==> src/sbi_pkg.sv <==
// Shared types and constants for the sorted breakpoint interpolator.
`timescale 1ns / 1ps
package sbi_pkg;
    localparam logic [1:0] REQ_ADD    = 2'd0;
    localparam logic [1:0] REQ_QUERY  = 2'd1;
    localparam logic [1:0] REQ_RESET  = 2'd2;
    localparam logic [1:0] REQ_LATEST = 2'd3;

    localparam logic [1:0] ST_OK   = 2'd0;
    localparam logic [1:0] ST_DUP  = 2'd1;
    localparam logic [1:0] ST_FULL = 2'd2;

    // Control between the sequencer and the divider.
    typedef struct packed {
        logic start;
        logic busy;
        logic done;
    } div_ctl_t;
endpackage

==> src/sbi_divider.sv <==
// Restoring serial divider: one quotient bit per cycle, floor(num / den).
`timescale 1ns / 1ps
module sbi_divider #(
    parameter int NUM_W = 96,
    parameter int DEN_W = 48
) (
    input  logic             clk,
    input  logic             rst_n,
    input  logic             start,
    input  logic [NUM_W-1:0] num,
    input  logic [DEN_W-1:0] den,
    output sbi_pkg::div_ctl_t ctl,
    output logic [NUM_W-1:0] quo
);
    localparam int CW = $clog2(NUM_W + 1);

    logic [CW-1:0]    cnt_reg, cnt_next;
    logic             busy_reg, busy_next;
    logic             done_reg, done_next;
    logic [DEN_W:0]   rem_reg, rem_next;
    logic [NUM_W-1:0] quo_reg, quo_next;
    logic [DEN_W-1:0] den_reg, den_next;
    logic [DEN_W:0]   shifted;

    // One restoring step: shift in the next numerator bit and try a subtract.
    always_comb
    begin
        cnt_next  = cnt_reg;
        busy_next = busy_reg;
        done_next = 1'b0;
        rem_next  = rem_reg;
        quo_next  = quo_reg;
        den_next  = den_reg;
        shifted   = {rem_reg[DEN_W-1:0], quo_reg[NUM_W-1]};
        if (start)
        begin
            busy_next = 1'b1;
            cnt_next  = CW'(NUM_W);
            rem_next  = '0;
            quo_next  = num;
            den_next  = den;
        end
        else if (busy_reg)
        begin
            if (shifted >= {1'b0, den_reg})
            begin
                rem_next = shifted - {1'b0, den_reg};
                quo_next = {quo_reg[NUM_W-2:0], 1'b1};
            end
            else
            begin
                rem_next = shifted;
                quo_next = {quo_reg[NUM_W-2:0], 1'b0};
            end
            cnt_next = cnt_reg - 1'b1;
            if (cnt_reg == CW'(1))
            begin
                busy_next = 1'b0;
                done_next = 1'b1;
            end
        end
    end

    always_ff @(posedge clk or negedge rst_n)
    begin
        if (!rst_n)
        begin
            cnt_reg  <= '0;
            busy_reg <= 1'b0;
            done_reg <= 1'b0;
        end
        else
        begin
            cnt_reg  <= cnt_next;
            busy_reg <= busy_next;
            done_reg <= done_next;
        end
    end

    always_ff @(posedge clk)
    begin
        rem_reg <= rem_next;
        quo_reg <= quo_next;
        den_reg <= den_next;
    end

    assign ctl.start = start;
    assign ctl.busy  = busy_reg;
    assign ctl.done  = done_reg;
    assign quo       = quo_reg;
endmodule

==> config.mk <==
export PLATFORM = sky130hd
export DESIGN_NAME = sbi_divider
export DESIGN_NICKNAME = d
export VERILOG_FILES = /design/src/sbi_pkg.sv /design/src/sbi_divider.sv
export SDC_FILE = /design/constraint.sdc
export NUM_CORES = 1
export LEC_CHECK = 0
export BUFFER_PORTS_ARGS = -buffer_cell sky130_fd_sc_hd__buf_4
export CAP_MARGIN = 40
export CORE_ASPECT_RATIO = 0.6
export CORE_MARGIN = 5
export CORE_UTILIZATION = 25
export CTS_CLUSTER_DIAMETER = 120
export DETAILED_ROUTE_END_ITERATION = 7
export RECOVER_POWER = 100
export SLEW_MARGIN = 20
export SYNTH_ARGS = -nofsm -noshare
export SYNTH_HDL_FRONTEND = slang
export SYNTH_SLANG_ARGS = --single-unit
export TNS_END_PERCENT = 10
==> constraint.sdc <==
create_clock -name clk -period 2.7 [get_ports clk]
set_input_delay 0.135 -clock clk [delete_from_list [all_inputs] [get_ports clk]]
set_output_delay 0.135 -clock clk [all_outputs]
set_load 0.1 [all_outputs]
==> results, run 1 <==
- The total nets after synthesis is approximately 1200.
- In this run the tightest slew margin relative to its limit is -35.4%.
- Entering global routing, the biggest net connects 80 pins.
- Of the cells placed in the final design, the portion with a size suffix greater than 1 is 34.6%.
- The met1 wire length is approximately 17 mm.
- In this run, the number of DRC markers left after iteration 0 of detailed routing was 799.
- The largest area contributor in the netlist is sky130_fd_sc_hd__edfxtp_1.
- The die is 172 um tall.
- After layout, the worst path uses 114% of the clock period.
- The worst setup path is launched from a flip-flop.
- In this run, placement finished with an instance count of ~2000.
- The flow ran to the end, but the final reports show violations.
- The number of failing hold endpoints at the final stage is 0.
- The area fraction of the dominant cell type after synthesis is roughly two fifths.
- The first-pass GRT wire length is about 56 mm.
- The dominant register cell in the synthesized netlist is sky130_fd_sc_hd__edfxtp_1.
- Derived from the worst setup path, the maximum achievable clock frequency is between 0.3 and 0.4 GHz.
- The smallest setup slack after layout is -0.387 ns.
- Counting I/O delays and the setup requirement, the final critical path takes between 3 and 4 ns.
- The antenna diode count is 0.
- The total of buffers placed on input and output ports is ~250.
- The last weighted congestion value of the routability-driven placer is just over 0.9.
- The finished cells cover ~0.017 mm2.
- In the post-synthesis netlist, the biggest area contributors are sky130_fd_sc_hd__edfxtp_1 40%, sky130_fd_sc_hd__mux2_2 9.9%, sky130_fd_sc_hd__dfxtp_1 8.8%.
- In this run the deepest clock path goes through 3 buffers.
- The clock latency of the later-clocked register in the worst-skew pair is approximately 0.54 ns.
- The number of warnings printed during yosys synthesis is 0.
- The count of nets left with antenna violations after detail routing is 0.
- The detailed route wirelength on metal2 is 16.5 mm.
- Summed over all cells, the static leakage comes to between 7 and 8 nW.
- The global route total overflow is 0.
- Counting flops and latches in the post-synthesis netlist gives around 200.
- around 250 I/O pins were placed.
- In this run the cell area measured after placement is around 0.015 mm2.
- The total number of clock tree sinks is ~200.
- The final hold slack is around 0.026 ns.
- The checks that failed: capacitance limit, slew limit, setup timing.
- The number of flops mapped to enable cells by yosys is approximately 140.
- The via count is around 9900.
- The arrival time of the worst setup path is approximately 3.5 ns.
- The H-tree depth is 1.
- For this block, the routed nets add up to 37.3 mm of wire.
- The number of clock buffers inserted by TritonCTS is 24.
- Cells fill approximately two fifths of the core in the end.
- The top metal layer carrying routed signals is met4.
- The count of pins over their slew limit is 109.
- The post-DP HPWL is ~27 mm.
- The overall global routing resource usage is between 10 and 15%.
- The number of non-filler instances in the completed layout is 2157.
- The critical path is of the flip-flop to flip-flop type.
- The number of setup violations in the final report is around 130.
- The sequential-to-total area share from yosys stat is 50.5%.
- The initial utilization of the core area, before any placement, comes to 25.2%.
- The clock skew after layout is 0.00689 ns.
- In the synthesized netlist the async set-or-reset flop fraction comes to 4.48%.
- The number of antenna violations at the first check in global routing was 0.
- The synthesis-to-layout area growth is 57.2%.
- Setup repair after global routing could not meet its margin everywhere.
- The tool flagged a number of max-cap violations equal to 3.
- The maximum fanout along the worst path is 7.
- Clock-pin slew was measured on the worst setup and hold paths at around 0.06 ns.
- The class of the tightest hold or removal check is input port to flip-flop.
- From left edge to right edge, the die measures approximately 280 um.
- After detailed routing, the average wire length per cell comes to 17.3 um.
- TritonCTS built the clock tree.
- The floorplan step defined a die boundary enclosing a little under 0.05 mm2.
- For this run, design rule violations remaining after detail routing come to 0.
- The worst-margin pin slew is just over 2 ns.
- The synthesized cell area is between 0.01 and 0.015 mm2.
- Row generation in the floorplan step produced between 50 and 60 rows.
- The number of global-route vias before repair came to 10100.
- The instance count of the mapped netlist is around 1000.
- The cell sitting at the root of the clock tree is a sky130_fd_sc_hd__clkbuf_16.
- The sort of element at the end of the critical path is a flip-flop.
- The required time of the critical path is approximately 3.1 ns.
- The distinct cell type count of the synthesized netlist is 71.
- In this run the standard cell core region covers 0.0433 mm2.
- The largest vdd supply drop is just under 0.5 mV.
- For this run, the post-layout net count is ~1800.
- The flip-flop count of the largest register after layout is 96.
- The power density relative to cell area is 922 mW/mm2.
- A synthesized cell averages approximately 11 um2.
- After detailed routing, the met3 layer carries between 2 and 3 mm of wire.
- The per-cell via count in the routed design is about 4.6.
- The number of optimization iterations in the first detailed-route pass is 5.
## report_power, final
part / internal (W) / leakage, nW / switching (W)
clock: 0.00189 / 0.376 / 0.00139
sequential: 0.00387 / 1.98 / 0.000370
combinational: 0.00365 / 4.87 / 0.00463
## stage by stage
| step | setup TNS (ns) | worst slack (ns) | total power, W |
|---|---|---|---|
| 3_3_place_gp | -10.23 | -0.299 | 0.0115 |
| 5_1_grt | -41.97 | -0.521 | 0.0167 |
| 3_5_place_dp | -14.14 | -0.463 | 0.0116 |
| 6_report | -21.35 | -0.387 | 0.0158 |
| 2_1_floorplan | -33.42 | -0.824 | 0.00869 |
| 4_1_cts | -11.38 | -0.386 | 0.0158 |
## metal layers
layer | vias up | global-route usage [%]
met3 | 62 | 3.74
li1 | 4791 | -
met2 | 305 | 22.3
met1 | 4784 | 20.9
met4 | 0 | 3.21
met5 | - | 0
## final cells by class
cell class / instances / area [um2]
Fill cell: 4289 / 26100
Multi-Input combinational cell: 680 / 5320
Clock buffer: 29 / 639
Timing Repair Buffer: 587 / 4550
Tap cell: 579 / 724
Clock inverter: 15 / 151
Inverter: 66 / 254
Sequential cell: 201 / 5510
## cell families (layout without fill, tap and decap cells)
family / Yosys count / after routing / synth area share (%)
xor gates and xnor gates: 44 / 44 / 3.53
adders and majority gates: 51 / 51 / 5.92
AOI/OAI and AO/OA: 228 / 228 / 14.2
muxes: 105 / 105 / 10.8
DFF: 201 / 201 / 50.5
and+or+nand+nor: 252 / 252 / 10.4
buffers and inverters: 118 / 697 / 4.60
## final timing paths
check / startpoint / end / slack [ns] / cells past startpoint
min in group asynchronous: rst_n / done_reg$_DFF_PN0_ / 0.63 / 3
setup / recovery: den_reg[17]$_DFFE_PP_ / rem_reg[37]$_SDFFE_PP0P_ / -0.39 / 12
hold reg to reg: rem_reg[41]$_SDFFE_PP0P_ / rem_reg[41]$_SDFFE_PP0P_ / 0.49 / 2
setup reg to reg: den_reg[17]$_DFFE_PP_ / rem_reg[37]$_SDFFE_PP0P_ / -0.39 / 12
max in group asynchronous: rst_n / busy_reg$_DFF_PN0_ / 1.74 / 3
hold / removal: start / rem_reg[24]$_SDFFE_PP0P_ / 0.03 / 2
## cells in the final DEF (no fill, tap or decap), types with 26 or more instances in the layout
cell type / instances
sky130_fd_sc_hd__clkbuf_1: 108
sky130_fd_sc_hd__a21oi_1: 50
sky130_fd_sc_hd__dfxtp_1: 48
sky130_fd_sc_hd__inv_1: 58
sky130_fd_sc_hd__nor2_1: 63
sky130_fd_sc_hd__nand2_1: 103
sky130_fd_sc_hd__mux2_2: 93
sky130_fd_sc_hd__xnor2_1: 26
sky130_fd_sc_hd__buf_4: 272
sky130_fd_sc_hd__ha_1: 37
sky130_fd_sc_hd__edfxtp_1: 144
sky130_fd_sc_hd__dlygate4sd3_1: 146
sky130_fd_sc_hd__clkbuf_4: 43
## synthesized netlist by cell type, drive strengths merged, types with 3 or more instances
cell / instances
a32oi: 3
and3: 10
clkbuf: 31
a41oi: 4
xnor2: 26
nor2b: 10
a221oi: 3
nand2: 108
ha: 50
a211oi: 7
o21ai: 43
o21bai: 12
nor4: 3
dfxtp: 48
a311oi: 25
nor2: 63
nor3: 8
nand3: 17
and2: 4
a21oi: 62
a211o: 3
o21a: 5
mux2i: 7
o31a: 3
a21o: 24
a31oi: 9
inv: 66
edfxtp: 144
nand2b: 6
dfrtp: 9
mux2: 98
buf: 21
o211ai: 3
xor2: 18
nand4: 12
## repair_timing
action                                  4_1_cts  5_1_grt
gates resized for setup                      76       15
hold endpoints to repair                    153        0
buffers inserted                              4        3
hold buffers                                146        0
endpoints found under the setup margin       49       49
pin swaps                                    43        8
gates cloned                                  3        1
## critical path, cell delays in order (launching register included)
cell and delay [ns]:
sky130_fd_sc_hd__edfxtp_1 0.34, sky130_fd_sc_hd__inv_2 0.05, sky130_fd_sc_hd__ha_4 0.29, sky130_fd_sc_hd__nand4_1 0.16, sky130_fd_sc_hd__or3_4 0.41, sky130_fd_sc_hd__a2111oi_4 0.20
sky130_fd_sc_hd__o31a_1 0.16, sky130_fd_sc_hd__a211o_2 0.14, sky130_fd_sc_hd__a21oi_4 0.08, sky130_fd_sc_hd__o311ai_4 0.39, sky130_fd_sc_hd__buf_6 0.22, sky130_fd_sc_hd__mux2_1 0.34
sky130_fd_sc_hd__a22o_1 0.19
(Power assumes the default switching activity.)
==> run 2, diff against run 1 <==
Clock period 2.7 ns to 2.55 ns, I/O delays scaled along.
==> run 2 against run 1 <==
The run ends with setup timing left. Count of clock-buffer cells in the layout is 1 higher. Fmax grew 3.3%. Total power up 3.7%. Critical path depth did not move. Die area did not move. Clock power grew 6.4%. Via count down 0.27%. Largest power group unchanged. Worst setup slack got worse by 0.053 ns. First-iteration DRC count is 14% lower. Non-clock buffer count is 5 higher. Combinational power rose by 1%. Critical path type unchanged. Routed wire length fell by 2.2%.
==> results, run 2 (synthesis results as in run 1) <==
- The required time of the critical path is 3.01 ns (-0.12 ns).
- The reported leakage power is 7.22 nW (-0.12%).
- The number of failing hold endpoints at the final stage is 0 (unchanged).
- The flow ran to the end, but the final reports show violations.
- The count of nets left with antenna violations after detail routing is 0 (unchanged).
- CTS placed an instance of sky130_fd_sc_hd__clkbuf_16 at the clock tree root.
- The global route total overflow is 0 (unchanged).
- The number of non-filler instances in the completed layout is 2163 (+0.28%).
- The total placed cells including tap cells is 1966 (+0.46%).
- The number of global-route vias before repair is 10100 (+0.25%).
- The smallest setup slack after layout is -0.439 ns (-0.0525 ns).
- The layout cell share with drive strength beyond 1 is 34.6% (-0.046 points).
- The final period demand of the worst path is 2.99 ns (-0.0975 ns).
- The post-DP HPWL was 26.7 mm (about the same).
- The largest vdd supply drop is 0.580 mV (+19%).
- The core outline area was 0.0433 mm2 (unchanged).
- The area of the die is 0.0480 mm2 (unchanged).
- The flip-flop count of the largest register after layout is 96 (unchanged).
- The clock latency of the later-clocked register in the worst-skew pair is 0.54 ns (about the same).
- The number of remaining DRC errors is 0 (unchanged).
- In this design, the largest share of critical-path delay is due to compound AO/OA/AOI/OAI gates.
- STA classifies the critical path endpoint as a flip-flop.
- The post-route fraction of the period consumed by the critical path is 117% (+2.9 points).
- The per-cell via count in the routed design is 4.58 (-0.55%).
- The number of antenna violations at the first check in global routing is 0 (unchanged).
- The arrival time of the worst setup path is 3.45 ns (-0.07 ns).
- The critical path buffer and inverter count is 0 (-2).
- The total number of clock tree sinks is 201 (unchanged).
- The last weighted congestion value of the routability-driven placer is 0.926 (+0.80%).
- The clock transition at the register clock pins on the worst setup and hold paths after CTS is 0.07 ns (about the same).
- The final reports fail on setup timing.
- The maximum root-to-sink buffer count is 3 (unchanged).
- The routed wirelength normalized by instance count is 16.9 um (-2.5%).
- The width of the die came to 280 um (unchanged).
- The post-detailed-routing wire length is 36.5 mm (-2.2%).
- The count of pins over their slew limit is 0 (-100%).
- The power density relative to cell area came to 956 mW/mm2 (+3.8%).
- Setup repair after global routing could not meet its margin everywhere.
- The number of filler cells placed in the layout is 4340 (+1.2%).
- The H-tree depth is 1 (unchanged).
- The critical path is of the flip-flop to flip-flop type.
- The number of optimization iterations in the first detailed-route pass came to 7 (+2).
- The number of nets in the layout is 1763 (+0.28%).
- The signal on the critical path passes through ha_4, fa_2, nor2b_2, o31a_1, o31ai_4, a31oi_2, a21oi_1, o311ai_2, a32o_2, nor2b_4, mux2_4, a311oi_1.
- The fmax is 0.335 GHz (+3.3%).
- The type of origin of the critical path is a flip-flop.
- The overall global routing resource usage is 14.5% (-0.11 points).
- The via count came to 9915 (-0.27%).
- The number of setup violations in the final report is 49 (-61%).
- The max-slew headroom at the worst pin is 3.34% (+39 points).
- The most common cell after layout, fill and taps aside is sky130_fd_sc_hd__buf_4.
- The number of max-cap violations is 0 (-3).
- The pin count of the biggest net entering global routing came to 76 (-5.0%).
- The final hold slack is 0.324 ns (+0.298 ns).
- The top-level port count is 246 (unchanged).
- The first-pass GRT wire length is 56.1 mm (-0.12%).
- The total of buffers placed on input and output ports was 245 (unchanged).
- The worst-margin pin slew is 1.45 ns (-0.581 ns).
- Among all stages on the critical path, the largest delay is contributed by sky130_fd_sc_hd__edfxtp_1.
- The number of clock buffers inserted by TritonCTS was 24 (unchanged).
- The clock skew after layout is 0.0195 ns (+0.0127 ns).
- In the layout the commonest cells are 284 x sky130_fd_sc_hd__buf_4, 146 x sky130_fd_sc_hd__dlygate4sd3_1, 144 x sky130_fd_sc_hd__edfxtp_1.
- The vertical extent of the die came to 172 um (unchanged).
- TritonCTS built the clock tree.
- The effective utilization at floorplan is 25.2% (unchanged).
- The worst hold path belongs to the class input port to flip-flop.
- Compared with the post-synthesis result, the final layout area differs by 57.0%.
- The number of core rows is 59 (unchanged).
- The maximum fanout along the worst path is 3 (-4).
- The stage delay of the slowest cell on the critical path was 0.41 ns (about the same).
- The DRC violation total after the first TritonRoute iteration was 690 (-14%).
- The post-placement worst setup slack is -0.520 ns (-0.0569 ns).
## run 2: changes by cell type in the layout (fill, tap and decap cells not counted), moves of 3 or more
cell / previous run / this run
sky130_fd_sc_hd__nand3_2: 4 / 1
sky130_fd_sc_hd__buf_12: 7 / 3
sky130_fd_sc_hd__nand3_1: 13 / 16
sky130_fd_sc_hd__buf_4: 272 / 284
sky130_fd_sc_hd__nand2_2: 5 / 2
sky130_fd_sc_hd__clkinvlp_4: 4 / 1
sky130_fd_sc_hd__ha_1: 37 / 34
sky130_fd_sc_hd__nand2_1: 103 / 106
## run 2: repair_timing
action	CTS	global route
hold buffers	146	0
setup buffers	4	1
cloned	0	1
hold endpoints to repair	153	0
endpoints found under the setup margin	49	49
pin swaps	16	12
resized for setup	72	14
## run 2: routing by layer
metal	global-route usage [%]	part of all wire (%)
met1	21.1	48
met2	22.6	44
met3	3.07	6.7
met4	2.42	1.6
met5	0	0
## run 2: power breakdown
part	total [W]	switching (W)	internal, W
sequential	0.00449	0.000386	0.00410
clock	0.00349	0.00142	0.00207
combinational	0.00840	0.00479	0.00361
total	0.0164	0.00660	0.00978
## run 2: layout make-up
| type | instances | area [um2] | area share, % |
|---|---|---|---|
| clock buffer | 30 | 633 | 3.70 |
| timing repair buffer | 592 | 4500 | 26.3 |
| clock inverter | 14 | 159 | 0.928 |
| antenna | 1 | 2.50 | 0.0146 |
| tap | 579 | 724 | 4.23 |
| inverter | 66 | 248 | 1.45 |
| sequential | 201 | 5510 | 32.2 |
| multi-input combinational | 680 | 5340 | 31.2 |
## run 2: final timing paths
kind / from / endpoint / slack [ns] / depth (start not counted)
setup / recovery: den_reg[0]$_DFFE_PP_ / rem_reg[40]$_SDFFE_PP0P_ / -0.44 / 12
hold / removal: den[39] / den_reg[39]$_DFFE_PP_ / 0.32 / 2
setup reg to reg: den_reg[0]$_DFFE_PP_ / rem_reg[40]$_SDFFE_PP0P_ / -0.44 / 12
hold reg to reg: rem_reg[47]$_SDFFE_PP0P_ / rem_reg[47]$_SDFFE_PP0P_ / 0.47 / 2
max in group asynchronous: rst_n / busy_reg$_DFF_PN0_ / 1.66 / 3
min in group asynchronous: rst_n / done_reg$_DFF_PN0_ / 0.60 / 3
## run 2: through the flow
step	setup TNS [ns]	util, %	area, um2	total power, W
final	-15.65	39.6	17100	0.0164
after global routing	-26.15	39.6	17100	0.0174
after CTS	-15.85	40.4	17500	0.0164
after detailed placement	-21.27	34.2	14800	0.0121
after global placement	-17.29	34.2	14800	0.0121
after floorplan	-55.17	-	11000	0.00920
==> run 3, diff against run 2 <==
Settings changed: CORE_MARGIN 5 to 2.
==> run 3 against run 2 <==
Count of clock-buffer cells in the layout shrank 1. Die area shrank 5.6%. Largest power group unchanged. Critical path depth is the same. Sequential share of layout area shrank 0.27 points. Critical endpoint unchanged. Register-to-register slack lost 0.11 ns. Highest routed layer is now met5. The flow finishes with violations (capacitance limit, slew limit, setup timing). Worst setup slack lost 0.11 ns.
==> results, run 3 (synthesis results as in run 1) <==
- The total number of clock tree sinks was 201 (unchanged).
- STA classifies the critical path endpoint as a flip-flop.
- The per-cell via count in the routed design is 4.53 (-1.2%).
- The clock transition at the register clock pins on the worst setup and hold paths after CTS is 0.06 ns (about the same).
- The total power after layout was 0.0168 W (+2.5%).
- The top cell types in the final layout, fill and taps aside, are 295 x sky130_fd_sc_hd__buf_4, 146 x sky130_fd_sc_hd__dlygate4sd3_1, 144 x sky130_fd_sc_hd__edfxtp_1.
- The total placed cells including tap cells is 1976 (+0.51%).
- The checks that failed: capacitance limit, slew limit, setup timing.
- In this run the worst setup path begins at den_reg[0]$_DFFE_PP_.
- The fmax came to 0.322 GHz (-3.6%).
- The path depth of the worst reg2reg path was 12 (unchanged).
- The portion of total power attributed to sequential cells is 26.6% (-0.8 points).
- The maximum fanout along the worst path is 2 (-1).
- The post-detailed-routing wire length came to 36.1 mm (-0.86%).
- The number of cells on the worst hold path came to 1 (-1).
- The width of the die is 274 um (-2.1%).
- The largest vdd supply drop came to 0.510 mV (-12%).
- The overall global routing resource usage is 15.7% (+1.2 points).
- TritonCTS built the clock tree.
- The power density relative to cell area was 972 mW/mm2 (+1.6%).
- The smallest setup slack after layout is -0.551 ns (-0.112 ns).
- The path class of the tightest hold or removal check is input port to flip-flop.
- The number of non-filler instances in the completed layout is 2178 (+0.69%).
- The effective utilization at floorplan is 25.3% (+0.043 points).
- The number of core rows is 59 (unchanged).
- The flip-flop count of the largest register after layout is 96 (unchanged).
- The library cell used most frequently in the layout, excluding fill and tap cells, is sky130_fd_sc_hd__buf_4.
- The top-level port count came to 246 (unchanged).
- The run finished, with violations left.
- The global route total overflow was 0 (unchanged).
- The antenna diode count is 0 (-1).
- The post-route setup TNS came to -19.83 ns (-4.18 ns).
- The reported net switching power was 0.00675 W (+2.2%).
- The number of max-cap violations is 2 (+2).
- The post-DP HPWL came to 25.3 mm (-5.3%).
- The clock power share is 19.6% (-1.7 points).
- The layout cell share with drive strength beyond 1 came to 35.0% (+0.40 points).
- The worst-margin pin slew is 1.91 ns (+0.456 ns).
- The final period demand of the worst path is 3.10 ns (+0.112 ns).
- The startpoint of the worst-slack reg-to-reg timing path is den_reg[0]$_DFFE_PP_.
- The switching part of the total power was 40.2% (-0.093 points).
- The maximum root-to-sink buffer count was 3 (unchanged).
- The pin count of the biggest net entering global routing is 48 (-37%).
- The share of total power in combinational logic is 53.8% (+2.5 points).
- The reported leakage power is 7.32 nW (+1.4%).
- For hold timing, the worst endpoint is den_reg[13]$_DFFE_PP_.
- The number of remaining DRC errors is 0 (unchanged).
- The number of global-route vias before repair is 10200 (+0.29%).
- The count of nets left with antenna violations after detail routing is 0 (unchanged).
- The internal power of the cells is 0.0100 W (+2.6%).
- The register-to-register path setup slack is -0.55 ns (-0.11 ns).
- The DRC violation total after the first TritonRoute iteration came to 666 (-3.5%).
- The post-route fraction of the period consumed by the critical path came to 122% (+4.4 points).
- The number of clock buffers inserted by TritonCTS was 23 (-4.2%).
- The routed wirelength normalized by instance count is 16.6 um (-1.5%).
- The arrival time of the worst setup path is 3.55 ns (+0.10 ns).
- The area of the die is 0.0454 mm2 (-5.6%).
- The type of origin of the critical path is a flip-flop.
- The via count is 9861 (-0.54%).
- The number of failing hold endpoints at the final stage is 0 (unchanged).
- The clock latency of the later-clocked register in the worst-skew pair is 0.54 ns (about the same).
- The number of setup violations in the final report is 49 (unchanged).
- The vertical extent of the die is 166 um (-3.5%).
- The number of antenna violations at the first check in global routing is 2 (+2).
- Setup repair after global routing could not meet its margin everywhere.
- CTS placed an instance of sky130_fd_sc_hd__clkbuf_16 at the clock tree root.
- The total of buffers placed on input and output ports is 245 (unchanged).
- The last weighted congestion value of the routability-driven placer was 0.918 (-0.79%).
- The worst setup path is of the flip-flop to flip-flop kind.
- The core outline area is 0.0432 mm2 (-0.17%).
- The H-tree depth is 1 (unchanged).
- The max-slew headroom at the worst pin is -27.0% (-30 points).
- The number of nets in the layout is 1781 (+1.0%).
- The required time of the critical path was 3.00 ns (about the same).
- The startpoint identified for the worst hold timing path is start.
- The endpoint of the most critical register-to-register path is rem_reg[40]$_SDFFE_PP0P_.
- The number of optimization iterations in the first detailed-route pass is 5 (-2).
- The count of pins over their slew limit is 70 (+70).
- The synthesis-to-layout area growth is 58.4%.
- The first-pass GRT wire length is 56.6 mm (+0.91%).
- The clock skew after layout is 0.0126 ns (-0.00694 ns).
## run 3: changes by cell type in the layout (fill, tap and decap cells not counted), moves of 3 or more
cell                       previous run  this run
sky130_fd_sc_hd__mux2_2              95        86
sky130_fd_sc_hd__buf_16               0         3
sky130_fd_sc_hd__a311oi_2             3         9
sky130_fd_sc_hd__ha_1                34        40
sky130_fd_sc_hd__mux2_1               2        11
sky130_fd_sc_hd__buf_4              284       295
sky130_fd_sc_hd__nand2_2              2         7
sky130_fd_sc_hd__nand2_1            106        98
sky130_fd_sc_hd__buf_12               3         8
sky130_fd_sc_hd__ha_4                14         9
sky130_fd_sc_hd__nand2_4              0         3
sky130_fd_sc_hd__a311oi_1            22        16
## run 3: repair_timing
action                                  in CTS  in global routing
endpoints found under the hold margin      153                  0
cloned                                       3                  0
endpoints found under the setup margin      49                 49
setup buffers                               10                  2
pin swaps                                   35                 15
hold buffers                               146                  0
gates resized for setup                     82                 26
## run 3: power by group through the flow
stage | Clock (W) | Sequential, W | Combinational (W)
finish | 0.00329 | 0.00447 | 0.00903
global route | 0.00353 | 0.00454 | 0.00967
CTS | 0.00341 | 0.00447 | 0.00892
detailed placement | 0 | 0.00450 | 0.00767
global placement | 0 | 0.00448 | 0.00762
floorplan | 0 | 0.00575 | 0.00345
## run 3: per-layer routing
metal	part of all wire, %	routed length, um	GRT usage [%]
met1	49	17600	23.0
met2	44	15900	23.9
met3	5.7	2060	3.34
met4	1.7	615	2.66
met5	0.050	18	0
## run 3: cell type report
| class | instances | area [um2] |
|---|---|---|
| multi-input cells | 680 | 5330 |
| clock inverters | 12 | 114 |
| repair buffers | 611 | 4740 |
| clock buffers | 29 | 598 |
| flip-flops and latches | 201 | 5510 |
| well taps | 579 | 724 |
| inverters | 66 | 250 |
| fillers | 4245 | 25900 |
## run 3: stage by stage
stage               utilization [%]  setup WS, ns  hold WS [ns]  cell area (um2)
finish                         40.0        -0.551        0.0482            17300
global route                   40.0        -0.691        0.0418            17300
CTS                            40.6        -0.567        0.0298            17500
detailed placement             34.4        -0.618       -0.0365            14800
global placement               34.4        -0.603       -0.0433            14800
floorplan                         -        -0.974        -0.168            11000
## run 3: worst max path at each step
| stage | end | slack, ns | cells after the start |
|---|---|---|---|
| final | rem_reg[40]$_SDFFE_PP0P_ | -0.55 | 12 |
| after global routing | rem_reg[40]$_SDFFE_PP0P_ | -0.69 | 13 |
| after CTS | rem_reg[40]$_SDFFE_PP0P_ | -0.57 | 13 |
| after detailed placement | rem_reg[40]$_SDFFE_PP0P_ | -0.62 | 12 |
| after global placement | rem_reg[31]$_SDFFE_PP0P_ | -0.60 | 14 |
| after floorplan | rem_reg[40]$_SDFFE_PP0P_ | -0.97 | 13 |
## run 3: critical path: stages (launching register included)
cell	delay, ns
sky130_fd_sc_hd__edfxtp_1	0.43
sky130_fd_sc_hd__ha_4	0.20
sky130_fd_sc_hd__fa_2	0.41
sky130_fd_sc_hd__nor2b_2	0.15
sky130_fd_sc_hd__o31a_1	0.21
sky130_fd_sc_hd__o31ai_2	0.11
sky130_fd_sc_hd__a31oi_2	0.18
sky130_fd_sc_hd__a21oi_1	0.12
sky130_fd_sc_hd__o311ai_2	0.28
sky130_fd_sc_hd__a32o_2	0.22
sky130_fd_sc_hd__nor2b_4	0.15
sky130_fd_sc_hd__mux2_4	0.30
sky130_fd_sc_hd__a311oi_2	0.24
